$ cat src/rtl/sli_pkg.sv
package sli_pkg;

  // command codes carried in the input transaction
  localparam logic CMD_INSERT = 1'b0;
  localparam logic CMD_SHOW   = 1'b1;

  // status codes of a result transaction
  localparam logic [1:0] ST_INSERTED = 2'd0;
  localparam logic [1:0] ST_DROPPED  = 2'd1;
  localparam logic [1:0] ST_ELEMENT  = 2'd2;
  localparam logic [1:0] ST_END      = 2'd3;

  typedef struct packed {
    logic               cmd;
    logic signed [31:0] value;
  } in_t;

  typedef struct packed {
    logic signed [31:0] item;
    logic [1:0]         status;
    logic               last;
  } out_t;

  // controller to datapath commands
  typedef struct packed {
    logic latch;      // capture the accepted request
    logic insert;     // insert or drop, load status result
    logic show_clr;   // reset the show index
    logic emit_elem;  // load the element at the show index
    logic emit_end;   // load the end-of-list marker
  } ctl_t;

  // datapath to controller status
  typedef struct packed {
    logic req_show;   // latched request is a show
    logic slot_free;  // output register can take a result
    logic at_end;     // show index reached the entry count
  } sts_t;

endpackage

$ cat src/rtl/sli_datapath.sv
module sli_datapath import sli_pkg::*; #(
  parameter int CAPACITY = 32
) (
  input  logic clk,
  input  logic rst,
  input  ctl_t ctl,
  output sts_t sts,
  input  in_t  in_data,
  output logic out_valid,
  input  logic out_ready,
  output out_t out_data
);

  localparam int CntW = $clog2(CAPACITY + 1);
  localparam int IdxW = $clog2(CAPACITY);

  in_t                req;
  logic signed [31:0] cells [CAPACITY];
  logic [CntW-1:0]    count;
  logic [CntW-1:0]    idx;

  logic               full;
  logic [CAPACITY-1:0] lt;
  logic signed [31:0] cells_next [CAPACITY];
  logic signed [31:0] elem;

  assign full = (count == CntW'(CAPACITY));

  // per-cell compare against the new value, valid cells only
  always_comb begin
    for (int i = 0; i < CAPACITY; i++) begin
      lt[i] = (CntW'(i) < count) && (cells[i] < req.value);
    end
  end

  // every cell keeps, takes the new value, or takes its left neighbor
  always_comb begin
    cells_next[0] = lt[0] ? cells[0] : req.value;
    for (int i = 1; i < CAPACITY; i++) begin
      if (lt[i]) begin
        cells_next[i] = cells[i];
      end else if (lt[i-1]) begin
        cells_next[i] = req.value;
      end else begin
        cells_next[i] = cells[i-1];
      end
    end
  end

  assign elem = cells[idx[IdxW-1:0]];

  assign sts.req_show  = (req.cmd == CMD_SHOW);
  assign sts.slot_free = !out_valid || out_ready;
  assign sts.at_end    = (idx == count);

  // request capture
  always_ff @(posedge clk) begin
    if (ctl.latch) begin
      req <= in_data;
    end
  end

  // cell row update
  always_ff @(posedge clk) begin
    if (ctl.insert && !full) begin
      for (int i = 0; i < CAPACITY; i++) begin
        cells[i] <= cells_next[i];
      end
    end
  end

  // entry count and show index
  always_ff @(posedge clk) begin
    if (rst) begin
      count <= '0;
      idx   <= '0;
    end else begin
      if (ctl.insert && !full) begin
        count <= count + CntW'(1);
      end
      if (ctl.show_clr) begin
        idx <= '0;
      end else if (ctl.emit_elem) begin
        idx <= idx + CntW'(1);
      end
    end
  end

  // output register
  always_ff @(posedge clk) begin
    if (rst) begin
      out_valid <= 1'b0;
    end else if (ctl.insert || ctl.emit_elem || ctl.emit_end) begin
      out_valid <= 1'b1;
    end else if (out_ready) begin
      out_valid <= 1'b0;
    end
  end

  always_ff @(posedge clk) begin
    if (ctl.insert) begin
      out_data.item   <= full ? 32'sd0 : req.value;
      out_data.status <= full ? ST_DROPPED : ST_INSERTED;
      out_data.last   <= 1'b1;
    end else if (ctl.emit_elem) begin
      out_data.item   <= elem;
      out_data.status <= ST_ELEMENT;
      out_data.last   <= 1'b0;
    end else if (ctl.emit_end) begin
      out_data.item   <= 32'sd0;
      out_data.status <= ST_END;
      out_data.last   <= 1'b1;
    end
  end

endmodule

$ cat src/rtl/sli_ctrl.sv
module sli_ctrl import sli_pkg::*; (
  input  logic clk,
  input  logic rst,
  input  logic in_valid,
  output logic in_ready,
  input  sts_t sts,
  output ctl_t ctl
);

  typedef enum logic [2:0] {
    S_IDLE = 3'b001,
    S_INS  = 3'b010,
    S_SHOW = 3'b100
  } state_t;

  state_t state;
  state_t state_next;

  assign in_ready = (state == S_IDLE);

  // command decode and next state
  always_comb begin
    state_next    = state;
    ctl           = '0;
    case (state)
      S_IDLE: begin
        if (in_valid) begin
          ctl.latch    = 1'b1;
          ctl.show_clr = 1'b1;
          state_next   = S_INS;
        end
      end
      S_INS: begin
        if (sts.req_show) begin
          state_next = S_SHOW;
        end else if (sts.slot_free) begin
          ctl.insert = 1'b1;
          state_next = S_IDLE;
        end
      end
      S_SHOW: begin
        if (sts.slot_free) begin
          if (sts.at_end) begin
            ctl.emit_end = 1'b1;
            state_next   = S_IDLE;
          end else begin
            ctl.emit_elem = 1'b1;
          end
        end
      end
      default: begin
        state_next = S_IDLE;
      end
    endcase
  end

  always_ff @(posedge clk) begin
    if (rst) begin
      state <= S_IDLE;
    end else begin
      state <= state_next;
    end
  end

endmodule

$ cat src/rtl/sorted_list_insert_and_dump_top.sv
// insert: the accepted transaction is captured in the request register, then its result
// is loaded into the output register once that is free; no new transaction is accepted before then
// show of n entries: n + 1 results, one per cycle while the output register can take one
// results wait while the output register holds data that the consumer has not taken
// reset clears the entry count, the controller and the output valid; cell contents are kept
module sorted_list_insert_and_dump_top import sli_pkg::*; #(
  parameter int CAPACITY = 32
) (
  input  logic clk,
  input  logic rst,
  input  logic in_valid,
  output logic in_ready,
  input  in_t  in_data,
  output logic out_valid,
  input  logic out_ready,
  output out_t out_data
);

  ctl_t ctl;
  sts_t sts;

  // sequencer
  sli_ctrl u_ctrl (
    .clk      (clk),
    .rst      (rst),
    .in_valid (in_valid),
    .in_ready (in_ready),
    .sts      (sts),
    .ctl      (ctl)
  );

  // cell row, counters and output register
  sli_datapath #(
    .CAPACITY (CAPACITY)
  ) u_datapath (
    .clk       (clk),
    .rst       (rst),
    .ctl       (ctl),
    .sts       (sts),
    .in_data   (in_data),
    .out_valid (out_valid),
    .out_ready (out_ready),
    .out_data  (out_data)
  );

endmodule
$ cat config.mk
export PLATFORM = sky130hd
export DESIGN_NAME = sorted_list_insert_and_dump_top
export DESIGN_NICKNAME = d
export VERILOG_FILES = /design/src/rtl/sli_pkg.sv /design/src/rtl/sli_datapath.sv /design/src/rtl/sli_ctrl.sv /design/src/rtl/sorted_list_insert_and_dump_top.sv
export SDC_FILE = /design/constraint.sdc
export NUM_CORES = 2
export LEC_CHECK = 0
export BUFFER_PORTS_ARGS = -buffer_cell sky130_fd_sc_hd__buf_2
export CORE_UTILIZATION = 60
export DETAILED_ROUTE_END_ITERATION = 8
export GPL_TIMING_DRIVEN = 0
export PLACE_DENSITY = 0.73
export SETUP_SLACK_MARGIN = 0.3
export SYNTH_ARGS = -nofsm -noshare
export SYNTH_HDL_FRONTEND = slang
export SYNTH_HIERARCHICAL = 1
export SYNTH_SLANG_ARGS = --single-unit
$ cat constraint.sdc
create_clock -name clk -period 16.3 [get_ports clk]
set_input_delay 3.26 -clock clk [delete_from_list [all_inputs] [get_ports clk]]
set_output_delay 3.26 -clock clk [all_outputs]
set_load 0.05 [all_outputs]
Word-level counts from Yosys, hierarchy flattened --
Memories as Yosys holds them, arrays and structs flattened. A register that Yosys moved wholly into a read port is not among the register bits. Index checks and enable logic that the tools add are counted.
Cells by class: muxes and demuxes 89, multipliers 0, bitwise operators 0, reduce and logical (&&, ||, !) cells 43, div/mod/pow operators 0, shift operators 0, equal/unequal tests 9, add/sub/neg operators 2, magnitude comparators 64
Operators by type and width (count):
- 32-bit two-way mux | 64
- 32-bit < comparator | 32
- 35-bit two-way mux | 3
- 5-bit by 6-bit < comparator with 1-bit output (first input constant) | 16
- 4-bit by 6-bit < comparator with 1-bit output (first input constant) | 8
- 1-bit logical AND | 33
- 3-bit by 6-bit < comparator with 1-bit output (first input constant) | 4
- 3-bit two-way mux | 5
- 6-bit by 1-bit adder with 6-bit output (second input constant) | 2
- 1-bit by 6-bit < comparator with 1-bit output (first input constant) | 2
- 2-bit by 6-bit < comparator with 1-bit output (first input constant) | 2
- 1-bit two-way mux | 12
- 5-bit two-way mux | 2
- 3-bit case mux with 3 select lines | 1
- 6-bit equality test | 1
- 6-bit equality test (second input constant) | 1
- 2-bit inequality test (second input constant) | 3
- 2-bit two-way mux | 2
- 4-bit AND reduction | 1
- 2-bit nonzero test | 2
- 3-bit by 1-bit equality test with 1-bit output (second input constant) | 1
- 3-bit by 2-bit equality test with 1-bit output (second input constant) | 1
- 3-bit equality test (second input constant) | 1
- 1-bit logical OR | 3
- 4 further kinds | 5
Storage, ports and cells: output and inout port bits 37, flip-flop bits (word level) 84, memories kept 1, logic and storage cells 217, memory bits (writable) 1024, bits of input ports 37, latch bits 0, ROM bits 0
Memory list:
- u_datapath.cells | depth 32, width 32, read ports 33, clocked after Yosys merged registers in 1, wr ports 32, line sli_datapath.sv:18 | logic signed [31:0] cells [CAPACITY];

Depth between registers and ports, before layout --
word-level depth 8, mapped depth 12, depth with buffers taken out 10

By module --
Netlist, hierarchy kept.
By module, submodules not included:
- sli_datapath | area each 77056.4 um2, cells each 5664, instances 1, sequential area each 33141.8 um2
- sli_ctrl | area each 247.7 um2, cells each 30, instances 1, sequential area each 60.1 um2

Worst setup path before layout --
No wires, ideal clock.
path type input-to-reg, from in out_ready, to mem u_datapath.cells[2][0] (enable), data required time 15.839 ns, stages 6, slack 9.217 ns, path buffers 2, library setup time 0.461 ns, data arrival time 6.622 ns, cell sequence nand2b_1 -> nor4b_1 -> nand2b_1 -> clkbuf_1 -> clkbuf_1 -> nor3_1
RTL lines:
- from (decl) | line sorted_list_insert_and_dump_top.sv:15 | input logic out_ready,
- to (decl) | line sli_datapath.sv:18

==> results.json <==
{
  "setup_viol": 0,
  "holdPathStages": 2,
  "start_util_pct": 60.5,
  "drive_gt1_share_pct": 28.0,
  "tightest_slew_ns": 1.52,
  "synthDistinctLibCells": 88,
  "timing.rr.end": "u_datapath/cells[9][5]",
  "dr_wl_met3_mm": 27.8,
  "rrSetupSlack_ns": 9.25,
  "max_freq_mhz": 140,
  "critPathArrivalTime_ns": 7.51,
  "drc": 0,
  "coreArea_sq_mm": 0.128,
  "total_power_w": 0.00740,
  "hp-start": "u_datapath/out_data[0]",
  "final_antenna_net_count": 0,
  "synth_area_per_cell_sq_um": 13.6,
  "grt_max_degree": 35,
  "h-tree-depth": 4,
  "min_delay_worst_endpoint": "u_datapath/out_data[0]",
  "hold_class": "register to register",
  "drt_wl_total_mm": 256,
  "reg2reg_depth": 10,
  "routabilityCongestion": 0.972,
  "rsz0062_at_grt": "no",
  "synth-seq-area-share_pct": 42.9,
  "first_iter_violations": 7283,
  "finClkSkew_ns": 0.0303,
  "start_kind": "input pin",
  "synth-async-reset-ratio_pct": 0,
  "power_density_mw_per_mm2": 87.4,
  "synth-seq-cells": 1113,
  "area_growth_pct": 9.55,
  "synth_top_area_cell": "edfxtp_1",
  "dr.pass1.iters": 7,
  "grt_usage_pct": 39.1,
  "synth_top_cell_area_share_pct": 42.4,
  "max_slew_margin_pct": -1.37,
  "dp_hpwl_mm": 201,
  "path_class": "input pin to register",
  "fin_nets": 6967,
  "synthFlopType": "edfxtp_1",
  "wl_met1_mm": 102,
  "avgViaCountPerCell": 7.20,
  "fin_tns_setup_ns": 0,
  "portBuffers": 73,
  "grt_pass1_vias": 53200,
  "antenna_found_initial": 11,
  "yosysWarnings": 6,
  "violations": "capacitance limit, slew limit",
  "die_h_microns": 361,
  "peakVddDrop_mv": 0.101,
  "crit_fanout": 32,
  "end_kind": "register",
  "fin_crit_sh_pct": 43.8,
  "routed-wl-met2_mm": 111,
  "clock_sinks": 1113,
  "grt_pass1_wl_mm": 369,
  "die_w_microns": 361,
  "dieArea_sq_mm": 0.130,
  "clock_latency_ns": 0.77,
  "status": "finished, violations left",
  "clockBufferDepth": 3,
  "reg2reg_from": "u_datapath/req[17]",
  "wl_per_cell_microns": 33.2,
  "netlist_top_cells_area": "edfxtp_1, ha_1, mux2_2",
  "critPathRequiredTime_ns": 16.67,
  "clkTransAtPathRegs_ns": 0.06,
  "fin_crit_ns": 7.14,
  "tritoncts": "built",
  "dr_total_vias": 55400,
  "row_count": 131,
  "clockRootBuffer": "clkbuf_16",
  "synth_nets": 6727,
  "cts_resized": 0,
  "ios": 74,
  "leakagePower_nw": 32.0,
  "cts-buffers-inserted": 133,
  "top_layer_used": "met5",
  "synthCells": 5694,
  "finalHoldViolations": 0,
  "whs_ns": 0.505,
  "grt_overflow": 0,
  "ctsHoldBuffers": 0,
  "cts_setup_buffers": 0,
  "slew_viol_final": 33,
  "drv_cap": 3,
  "synth_edf_count": 1091,
  "synth.cell_area_sq_mm": 0.0773
}
## power breakdown
part | internal [W] | leakage, nW | total, W | switching (W)
Combinational | 0.000411 | 19.9 | 0.00117 | 0.000758
Clock | 0.00170 | 2.02 | 0.00292 | 0.00122
Sequential | 0.00322 | 10.0 | 0.00332 | 0.0000958
## worst max path at each step
| stage | cells past startpoint | end | slack, ns | from |
|---|---|---|---|---|
| after floorplan | 6 | u_datapath/cells[2][0] | 9.22 | out_ready |
| after global placement | 7 | u_datapath/cells[2][7] | 6.21 | out_ready |
| after detailed placement | 7 | u_datapath/cells[4][7] | 7.54 | out_ready |
| after CTS | 7 | u_datapath/cells[4][18] | 8.39 | out_ready |
| after global routing | 7 | u_datapath/cells[26][4] | 9.26 | out_ready |
| final | 7 | u_datapath/cells[26][4] | 9.16 | out_ready |
## final cells by class
| type | count | area, sq um |
|---|---|---|
| antenna | 2 | 5.00 |
| buffer | 336 | 1460 |
| clock buffer | 173 | 3660 |
| clock inverter | 61 | 487 |
| fill | 9348 | 43000 |
| inverter | 51 | 191 |
| multi-input combinational | 4194 | 42600 |
| sequential | 1113 | 33200 |
| tap | 1662 | 2080 |
| timing repair buffer | 105 | 1010 |
## critical path, cell delays in order
cell,delay (ns)
buf_2,0.07
nand2b_1,0.22
nor4b_2,0.77
inv_1,0.34
nor2_1,1.15
clkbuf_1,0.69
and2_2,0.94
## cell usage after synthesis (45+ instances only)
master / n
edfxtp_1: 1091
ha_1: 996
mux2_2: 878
a21o_1: 326
mux4_2: 320
a21oi_1: 318
clkbuf_1: 185
nand4_1: 168
nor2_1: 145
nand2_1: 144
o21ai_0: 110
or3_1: 72
buf_1: 71
buf_2: 61
nand3_1: 61
mux2_1: 53
a211oi_1: 52
inv_1: 50
nand2b_1: 45
o211ai_1: 45
## metrics by stage
stage	worst slack [ns]	cell area [sq um]	cells	util, %
floorplan	9.22	77300	5694	-
global placement	6.21	79700	7429	62.5
detailed placement	7.54	80500	7459	63.0
CTS	8.39	84600	7693	66.3
global route	9.26	84700	7695	66.3
finish	9.16	84700	7697	66.3
## placed cells by master, fill, tap and decap left out, types with 23 or more instances in the layout
master,count
a211oi_1,51
buf_2,138
mux2_1,53
nand3_1,61
nor2b_1,36
o21ai_0,110
mux2_4,29
o22ai_1,36
nor2_1,136
inv_2,29
nand4_1,168
mux4_2,320
nand2_1,144
clkbuf_16,140
o21a_1,34
o211ai_1,45
ha_1,996
edfxtp_1,1091
a21o_1,326
nor3_1,28
clkinv_1,31
buf_1,64
mux2_2,878
buf_12,23
a21oi_1,317
clkbuf_1,213
nand2b_1,45
or3_1,72
mux2i_1,34
## cells by family (layout without fill, tap and decap cells)
kind of cell               Yosys count  in the layout  share of synthesized area [%]
adders and majority gates          996            996                           16.1
muxes                             1314           1314                           23.9
other                                0              2                              0
xor gates and xnor gates            15             15                          0.170
AOI/OAI and AO/OA                 1070           1070                           9.22
buffers and inverters              387            726                           2.12
DFF                               1113           1113                           42.9
and+or+nand+nor                    799            799                           5.53
## routing by layer
metal | vias up | global-route usage, %
li1 | 23600 | -
met4 | 10 | 19.9
met5 | - | 0.962
met2 | 3242 | 57.3
met3 | 597 | 9.63
met1 | 27900 | 53.9
## state kept, by name, summed over array words and instances, names as in the netlist, named ones only
name / count
u_datapath/idx: 6
u_datapath/sts: 1
u_datapath/count: 6
u_ctrl/state: 3
u_datapath/out_data: 35
u_datapath/req: 32
u_datapath/out_valid: 1
u_datapath/cells: 1024
No activity file was read; power rests on OpenSTA's default activity.
